===== src/rtl/venkat_slope_limiter_top_defines.svh =====
// Assertion macros used by the slope limiter controller.
// Expects signals named clk and rst_n in the scope of use.
`ifndef VENKAT_SLOPE_LIMITER_TOP_DEFINES_SVH
`define VENKAT_SLOPE_LIMITER_TOP_DEFINES_SVH

// Check that the consequent holds in the same cycle as the antecedent
`define VSL_ASSERT_SAME(lbl, ante, cons, msg) \
    lbl: assert property (@(posedge clk) disable iff (!rst_n) (ante) |-> (cons)) \
        else $error(msg);

// Check that the consequent holds in the cycle after the antecedent
`define VSL_ASSERT_NEXT(lbl, ante, cons, msg) \
    lbl: assert property (@(posedge clk) disable iff (!rst_n) (ante) |=> (cons)) \
        else $error(msg);

`endif


===== src/rtl/vsl_pkg.sv =====
// Shared types and constants of the slope limiter.
// No dependencies; imported by the controller, datapath and top level.
package vsl_pkg;

    localparam int DEF_MAX_FACES     = 8;
    localparam int DEF_DIMENSIONS    = 3;
    localparam int DEF_FRACTION_BITS = 16;

    localparam int WORD_W     = 32;
    localparam int IN_DATA_W  = 9 * WORD_W;
    localparam int OUT_DATA_W = 24;
    localparam int LIMITER_W  = 18;

    typedef enum logic [4:0] {
        S_IDLE,
        S_K2,
        S_K3,
        S_EPS,
        S_DLIM,
        S_FETCH,
        S_DX,
        S_DY,
        S_DZ,
        S_DSUM,
        S_BB,
        S_BD,
        S_DD,
        S_SUM,
        S_DIV,
        S_CMP,
        S_DONE
    } state_t;

    typedef enum logic [3:0] {
        OP_NONE,
        OP_K2,
        OP_K3,
        OP_EPS,
        OP_DLIM,
        OP_DX,
        OP_DY,
        OP_DZ,
        OP_DSUM,
        OP_BB,
        OP_BD,
        OP_DD,
        OP_SUM,
        OP_DIV,
        OP_CMP
    } dp_op_t;

    typedef struct packed {
        dp_op_t op;
        logic   capture;
        logic   finish;
    } cmd_t;

    typedef struct packed {
        logic delta_zero;
        logic den_zero;
        logic more_faces;
        logic out_busy;
    } stat_t;

endpackage


===== src/rtl/vsl_ctrl.sv =====
// Sequencer of the slope limiter: steps the datapath through epsilon,
// the per-face ratio and the divider. Depends on vsl_pkg and the defines header.
`include "venkat_slope_limiter_top_defines.svh"

module vsl_ctrl
    import vsl_pkg::*;
#(
    parameter int DIMENSIONS    = DEF_DIMENSIONS,
    parameter int FRACTION_BITS = DEF_FRACTION_BITS
)
(
    input  logic  clk,
    input  logic  rst_n,
    input  logic  s_tvalid,
    input  logic  s_tlast,
    output logic  s_tready,
    input  stat_t stat,
    output cmd_t  cmd
);

    localparam int QB  = FRACTION_BITS + 2;
    localparam int DCW = $clog2(QB + 1);

    state_t         state_reg, state_next;
    logic [DCW-1:0] div_cnt_reg, div_cnt_next;
    logic           div_last;

    assign div_last = (div_cnt_reg == DCW'(QB - 1));

    // Next state
    always_comb
    begin
        state_next   = state_reg;
        div_cnt_next = div_cnt_reg;
        case (state_reg)
            S_IDLE:
            begin
                if (s_tvalid && s_tlast)
                begin
                    state_next = S_K2;
                end
            end
            S_K2:    state_next = S_K3;
            S_K3:    state_next = S_EPS;
            S_EPS:   state_next = S_DLIM;
            S_DLIM:  state_next = S_FETCH;
            S_FETCH: state_next = S_DX;
            S_DX:    state_next = S_DY;
            S_DY:    state_next = (DIMENSIONS > 2) ? S_DZ : S_DSUM;
            S_DZ:    state_next = S_DSUM;
            S_DSUM:  state_next = S_BB;
            S_BB:    state_next = stat.delta_zero ? S_CMP : S_BD;
            S_BD:    state_next = S_DD;
            S_DD:    state_next = S_SUM;
            S_SUM:
            begin
                state_next   = S_DIV;
                div_cnt_next = '0;
            end
            S_DIV:
            begin
                if (stat.den_zero || div_last)
                begin
                    state_next = S_CMP;
                end
                div_cnt_next = div_cnt_reg + DCW'(1);
            end
            S_CMP:   state_next = stat.more_faces ? S_FETCH : S_DONE;
            S_DONE:
            begin
                if (!stat.out_busy)
                begin
                    state_next = S_IDLE;
                end
            end
            default: state_next = S_IDLE;
        endcase
    end

    // Outputs
    always_comb
    begin
        cmd.op      = OP_NONE;
        cmd.capture = 1'b0;
        cmd.finish  = 1'b0;
        s_tready    = 1'b0;
        case (state_reg)
            S_IDLE:
            begin
                s_tready    = 1'b1;
                cmd.capture = s_tvalid;
            end
            S_K2:    cmd.op = OP_K2;
            S_K3:    cmd.op = OP_K3;
            S_EPS:   cmd.op = OP_EPS;
            S_DLIM:  cmd.op = OP_DLIM;
            S_DX:    cmd.op = OP_DX;
            S_DY:    cmd.op = OP_DY;
            S_DZ:    cmd.op = OP_DZ;
            S_DSUM:  cmd.op = OP_DSUM;
            S_BB:    cmd.op = OP_BB;
            S_BD:    cmd.op = OP_BD;
            S_DD:    cmd.op = OP_DD;
            S_SUM:   cmd.op = OP_SUM;
            S_DIV:   cmd.op = OP_DIV;
            S_CMP:   cmd.op = OP_CMP;
            S_DONE:  cmd.finish = !stat.out_busy;
            default: cmd.op = OP_NONE;
        endcase
    end

    // State and divider step counter
    always_ff @(posedge clk or negedge rst_n)
    begin
        if (!rst_n)
        begin
            state_reg   <= S_IDLE;
            div_cnt_reg <= '0;
        end
        else
        begin
            state_reg   <= state_next;
            div_cnt_reg <= div_cnt_next;
        end
    end

    `VSL_ASSERT_NEXT(a_div_ends, (state_reg == S_DIV) && !stat.den_zero && div_last, (state_reg == S_CMP), "divider ran past its step count")
    `VSL_ASSERT_SAME(a_start_from_idle, (state_reg == S_K2), ($past(state_reg) == S_IDLE), "epsilon sequence entered outside a last-face request")
    `VSL_ASSERT_NEXT(a_done_releases, (state_reg == S_DONE) && !stat.out_busy, (state_reg == S_IDLE), "finished cell did not return to idle")

endmodule


===== config.mk =====
export PLATFORM = sky130hd
export DESIGN_NAME = vsl_ctrl
export DESIGN_NICKNAME = d
export VERILOG_FILES = /design/src/rtl/vsl_pkg.sv /design/src/rtl/vsl_ctrl.sv
export VERILOG_INCLUDE_DIRS = /design/src /design/src/rtl
export SDC_FILE = /design/constraint.sdc
export NUM_CORES = 1
export LEC_CHECK = 0
export ABC_AREA = 1
export ABC_CLOCK_PERIOD_IN_PS = 1500
export BUFFER_PORTS_ARGS = -buffer_cell sky130_fd_sc_hd__buf_4
export CAP_MARGIN = 25
export CORE_ASPECT_RATIO = 1.1
export CORE_MARGIN = 2
export CORE_UTILIZATION = 40
export DETAILED_ROUTE_END_ITERATION = 8
export PLACE_DENSITY_LB_ADDON = 0.25
export SETUP_SLACK_MARGIN = 0.4
export SYNTH_ARGS = -nofsm -noshare
export SYNTH_HDL_FRONTEND = slang
export SYNTH_SLANG_ARGS = --single-unit

===== constraint.sdc =====
create_clock -name clk -period 1.5 [get_ports clk]
set_input_delay 0.075 -clock clk [delete_from_list [all_inputs] [get_ports clk]]
set_output_delay 0.075 -clock clk [all_outputs]
set_load 0.01 [all_outputs]

==> results.tsv, run 1 <==
stage	metric	value	unit
timing	highest clock rate	0.701	GHz
detailed_routing	vias per cell	5.11	
placed_design	input/output buffers	14	
yosys	Syn. warnings	0	
pwr	Final Power	0.00206	W
finish	NumNets Final	144	
detailed_routing	total number of vias	772	
placed_design	dpl ws	0.205	ns
setup_path	crit-path cells	nor2_4, buf_6, inv_2, nand4_1, nand4_1, buf_4	
detailed_routing	DR iter-0 viols	6	
yosys	Yosys top cell area share	0.351	
floorplan	Initial Utilization	0.414	
yosys	top_reg_cell synth	dfrtp_1	
finish	most frequent cells in the layout	buf_4, nand2_1, nor2_1	
yosys	leading area contributor after synthesis	dfrtp_1	
setup_path	Crit-path slowest cell	dfrtp_2	
finish	ant diodes	0	
setup_path	buffers and inverters on the worst path	3	
setup_path	Critical Path Fanout Max	3	
timing	Slew headroom	0.827	
timing	Max Transition Viols Final	0	
detailed_routing	Post-DRT Antenna Nets	0	
global_route	initial antenna violation count	0	
clock_tree	clock root cell	clkbuf_4	
yosys	syn_nets	110	
setup_path	Critical Path AT	1.35	ns
yosys	Synth area leaders	dfrtp_1, nand2_1, nor2_1	
floorplan	I/O pins	15	
yosys	synthesized instance count	100	
floorplan	Die Y	48.2	um
yosys	Netlist cell types	23	
pwr	Static Leak	0.571	nW
setup_path	Crit path top cell by count	nand4_1	
yosys	Yosys reg bits	10	
detailed_routing	DRC	0	
clock_tree	clk buf depth	2	
clock_tree	Sink Count	10	
timing	# setup viols final	0	
global_route	grt ovf	0	
clock_tree	CTS tree	done	
global_route	largest net degree at the start of global routing	11	
finish	Design Area, Final	0.00111	mm2
timing	final hold violation count	0	
clock_tree	worst-skew pair later-pin latency	0.26	ns
timing	worst setup margin	0.0729	ns
yosys	Syn Area/Cell	7.12	um2
detailed_routing	WL/cell	12.6	um
yosys	ys async rst share	1.00	
worst_hold_path	HP Class	primary input to flop	
placed_design	Post-DP HPWL	1210	um
finish	final non-filler cell total	151	
setup_path	crit path kind	flop to output port	
setup_path	critical path's top delay family	flip-flops	
timing	Worst Tran Pin Value	0.259	ns
floorplan	die area	0.00213	mm2
finish	Final Util	0.645	
detailed_routing	drt pass-1 iters	4	
finish	commonest non-fill, non-tap cell in the layout	buf_4	
placed_design	Routability Congestion	0.885	
yosys	sequential area share after synthesis	0.351	
finish	layout cells sized above 1	0.519	
status	outcome	finished clean	
setup_path	CP Capture Type	output port	
setup_path	crit start category	flop	
floorplan	core area	0.00172	mm2
global_route	All-Layer GR Usage	0.193	
yosys	Post-Syn Area	712	um2
global_route	first-pass GRT wire length	2950	um
clock_tree	Reg clk slew, reported paths	0.06	ns
floorplan	Core Rows	16	
floorplan	die extent in x	44.2	um
finish	Layout area overhead	56.1	%
yosys	EDFF count, synth	0	
timing	post-route clock period utilization	0.951	
timing	RSZ-0062 raised after global routing	yes	
pwr	Pwr Density	1850	mW/mm2
clock_tree	CTS H-Tree Depth	1	
pwr	Peak VDD IR	0.893	mV
setup_path	CP required	1.42	ns
placed_design	Post-DP Area	842	um2
flow_run	MaxCap Viol Count	0	
setup_path	Worst path max stage delay	0.44	ns
clock_tree	cts bufs inserted	3	
timing	Final min period	1.43	ns
global_route	number of global-route vias before repair	709	
timing	final clock skew	0.00343	ns
detailed_routing	routed wire length	1900	um
placed_design	Placed Instances	132	
[through the flow]
step | hold WS, ns | TNS, ns
2_1_floorplan | -0.221 | 0
3_3_place_gp | -0.0923 | 0
3_5_place_dp | -0.0895 | 0
4_1_cts | 0.00535 | 0
5_1_grt | 0.0109 | -0.0515
6_report | 0.0136 | 0
[repair_timing]
action,in CTS,in global routing
resized for setup,24,12
hold buffers,1,0
hold endpoints to repair,10,0
buffers inserted,12,2
pin swaps,7,1
setup endpoints to repair,16,16
[area by class of cell]
type / count / area [um2]
well taps: 18 / 22.5
multi-input cells: 75 / 503
inverters: 15 / 62.6
clock buffers: 4 / 36.3
flip-flops and latches: 10 / 255
repair buffers: 29 / 231
fillers: 161 / 611
[power by group]
part           internal [W]  switching [W]  total, W
sequential         0.000364       0.000137  0.000501
combinational      0.000628       0.000690   0.00132
clock              0.000147      0.0000883  0.000236
[worst register-to-register path: stages (launching register included)]
cell and delay (ns):
dfrtp_2 0.44, buf_4 0.16, nand3b_4 0.09, buf_6 0.12
nor2_4 0.05, inv_4 0.10, nand2_2 0.06, a21oi_1 0.11
nand2_1 0.06
[routing by layer]
layer  up-vias  routed length (um)  GRT usage
met4         0                  32      0.127
li1        399                   -          -
met3         4                  63     0.0333
met1       355                 767      0.220
met2        14                1040      0.341
met5         -                   0          0
[synth_stat cells (2+ instances only)]
| cell type | n |
|---|---|
| a21oi_1 | 4 |
| nand2_2 | 4 |
| o21ai_0 | 3 |
| inv_2 | 6 |
| inv_1 | 8 |
| nand2_1 | 20 |
| ha_1 | 2 |
| nand3_1 | 8 |
| o22ai_1 | 2 |
| dfrtp_1 | 10 |
| nand4_1 | 8 |
| nor2_1 | 14 |
[kinds of logic (layout without fill, tap and decap cells)]
family                   Yosys count  count (layout)  synth area share
AO/OA/AOI/OAI                     11              11            0.0843
XOR/XNOR                           2               2            0.0246
adder cells (fa/ha/maj)            2               2            0.0351
buffers and inverters             15              48            0.0791
flip-flops                        10              10             0.351
AND/OR/NAND/NOR                   60              60             0.425
[worst paths after layout]
| kind | slack, ns | to | start | cells after the start |
|---|---|---|---|---|
| setup / recovery | 0.07 | cmd[4] | state_reg[1] | 6 |
| hold / removal | 0.01 | state_reg[4] | stat[1] | 2 |
| setup reg to reg | 0.19 | state_reg[2] | state_reg[1] | 8 |
| hold reg to reg | 0.54 | div_cnt_reg[0] | div_cnt_reg[0] | 1 |
| max in group asynchronous | 1.17 | state_reg[2] | rst_n | 2 |
| min in group asynchronous | 0.18 | div_cnt_reg[3] | rst_n | 2 |
(Power assumes the default switching activity.)
==> run 2: changes to the inputs <==
Settings changed: HOLD_SLACK_MARGIN set to 0.02.
==> run 2 against run 1 <==
Sequential power about the same. Via count up 0.26%. Register-to-register slack hardly changed. First-iteration DRC count unchanged. Die area unchanged. Worst hold slack better by 0.11 ns. Global-route usage increased by 0.16 points. Routed wire length increased by 0.32%. Non-clock buffer count rose by 1. Total power is essentially flat. Critical path type unchanged. Largest cell class unchanged. Largest power group unchanged.
==> results.tsv, run 2 (same netlist as run 1, synthesis figures left out) <==
stage	metric	value	unit	change
pwr	Static Leak	0.575	nW	+0.73%
setup_path	Crit-path slowest cell	dfrtp_2		
worst_hold_path	hold path depth	5		+3
setup_path	buffers and inverters on the worst path	3		unchanged
floorplan	die extent in x	44.2	um	unchanged
placed_design	Routability Congestion	0.885		unchanged
floorplan	Initial Utilization	0.414		unchanged
setup_path	origin of the critical flop-to-flop path	state_reg[1]		
clock_tree	cts bufs inserted	3		unchanged
floorplan	die area	0.00213	mm2	unchanged
timing	post-route clock period utilization	0.951		unchanged
flow_run	MaxCap Viol Count	0		unchanged
detailed_routing	drt pass-1 iters	4		unchanged
worst_hold_path	Worst Min Path Start	stat[3]		
global_route	met1 usage	0.225		+0.00459
global_route	initial antenna violation count	0		unchanged
clock_tree	clk buf depth	2		unchanged
global_route	met3 Use GR	0.0333		unchanged
clock_tree	CTS H-Tree Depth	1		unchanged
status	outcome	finished clean		
clock_tree	Sink Count	10		unchanged
floorplan	core area	0.00172	mm2	unchanged
clock_tree	clock root cell	clkbuf_4		
timing	worst setup margin	0.0729	ns	unchanged
finish	Layout area overhead	57.5	%	
finish	most frequent cells in the layout	buf_4, nand2_1, nor2_1		
clock_tree	CTS tree	done		
placed_design	input/output buffers	14		unchanged
detailed_routing	Post-DRT Antenna Nets	0		unchanged
floorplan	Die Y	48.2	um	unchanged
timing	final clock skew	0.00343	ns	unchanged
global_route	number of global-route vias before repair	712		+0.42%
worst_hold_path	hold endpoint	state_reg[2]		
setup_path	CP required	1.42	ns	about the same
timing	highest clock rate	0.701	GHz	unchanged
global_route	first-pass GRT wire length	2980	um	+0.91%
setup_path	crit-path cells	nor2_4, buf_6, inv_2, nand4_1, nand4_1, buf_4		
placed_design	Post-DP HPWL	1210	um	unchanged
detailed_routing	DRC	0		unchanged
timing	Final min period	1.43	ns	unchanged
pwr	Pwr Density	1840	mW/mm2	-0.79%
floorplan	I/O pins	15		unchanged
timing	RSZ-0062 raised after global routing	yes		
detailed_routing	vias per cell	5.09		-0.40%
timing	Slew headroom	0.827		unchanged
setup_path	critical path's top delay family	flip-flops		
timing	Worst Tran Pin Value	0.259	ns	unchanged
global_route	layer carrying the most global-route usage	met2		
worst_hold_path	HP Class	primary input to flop		
setup_path	reg2reg end	state_reg[2]		
timing	# setup viols final	0		unchanged
global_route	grt ovf	0		unchanged
timing	final hold violation count	0		unchanged
timing	Fin Setup TNS	0	ns	unchanged
setup_path	CP Capture Type	output port		
clock_tree	worst-skew pair later-pin latency	0.26	ns	about the same
floorplan	Core Rows	16		unchanged
global_route	largest net degree at the start of global routing	11		unchanged
global_route	GR Util met2	0.341		unchanged
finish	commonest non-fill, non-tap cell in the layout	buf_4		
global_route	All-Layer GR Usage	0.195		+0.00160
detailed_routing	WL/cell	12.5	um	-0.34%
setup_path	R2R Setup Slk	0.19	ns	about the same
pwr	Peak VDD IR	0.893	mV	about the same
detailed_routing	DR iter-0 viols	6		unchanged
setup_path	worst reg2reg path depth	8		unchanged
detailed_routing	routed wire length	1900	um	+0.32%
placed_design	dpl ws	0.205	ns	unchanged
setup_path	Crit path top cell by count	nand4_1		
setup_path	Critical Path AT	1.35	ns	about the same
setup_path	Critical Path Fanout Max	3		unchanged
finish	layout cells sized above 1	0.515		-0.00387
setup_path	crit start category	flop		
clock_tree	Reg clk slew, reported paths	0.06	ns	about the same
finish	Filler cells	160		-0.62%
detailed_routing	total number of vias	774		+0.26%
setup_path	Worst path max stage delay	0.44	ns	about the same
setup_path	crit path kind	flop to output port		
finish	ant diodes	0		unchanged
finish	NumNets Final	145		+0.69%
timing	Max Transition Viols Final	0		unchanged
[run 2: cell type report]
class                           instances  area, um2  share of cell area
Clock buffer                            4       36.3              0.0324
Inverter                               15       62.6              0.0558
Multi-Input combinational cell         75        503               0.449
Sequential cell                        10        255               0.228
Tap cell                               18       22.5              0.0201
Timing Repair Buffer                   30        241               0.215
[run 2: where the power goes]
part / leakage, nW / switching, W / internal [W]
clock network: 0.0210 / 0.0000883 / 0.000147
logic: 0.428 / 0.000691 / 0.000630
registers: 0.126 / 0.000137 / 0.000364
[run 2: worst min-delay path, stage by stage]
cell     delay [ns]
buf_4          0.08
nand2_1        0.04
nand2_1        0.06
nor2_1         0.04
nand2_1        0.05
[run 2: metrics by stage]
| stage | hold WS (ns) | util | power (W) | cell area [um2] | instances |
|---|---|---|---|---|---|
| after floorplan | -0.221 | - | 0.00105 | 714 | 100 |
| after global placement | -0.0923 | 0.489 | 0.00135 | 842 | 132 |
| after detailed placement | -0.0895 | 0.489 | 0.00135 | 842 | 132 |
| after CTS | 0.112 | 0.612 | 0.00192 | 1050 | 150 |
| after global routing | 0.143 | 0.651 | 0.00224 | 1120 | 152 |
| final | 0.121 | 0.651 | 0.00206 | 1120 | 152 |
[run 2: what timing repair did]
action | CTS | global route
hold endpoints to repair | 11 | 0
resized for setup | 24 | 12
buffers inserted | 12 | 2
cloned | 0 | 0
setup endpoints to repair | 16 | 16
pin swaps | 7 | 1
hold buffers | 2 | 0
[run 2: how the worst max path moves through the flow]
stage	startpoint	endpoint	slack [ns]	cells past startpoint
3_5_place_dp	state_reg[1]	cmd[4]	0.21	6
3_3_place_gp	state_reg[1]	cmd[4]	0.22	6
4_1_cts	state_reg[1]	cmd[2]	0.1	6
6_report	state_reg[1]	cmd[4]	0.07	6
5_1_grt	state_reg[2]	cmd[0]	-0.03	4
2_1_floorplan	state_reg[4]	div_cnt_reg[3]	0.40	6
[run 2: per-layer routing]
layer  vias up  part of all wire
met5         -                 0
li1        401                 -
met2        14              0.54
met3         4             0.033
met4         0             0.017
met1       355              0.41
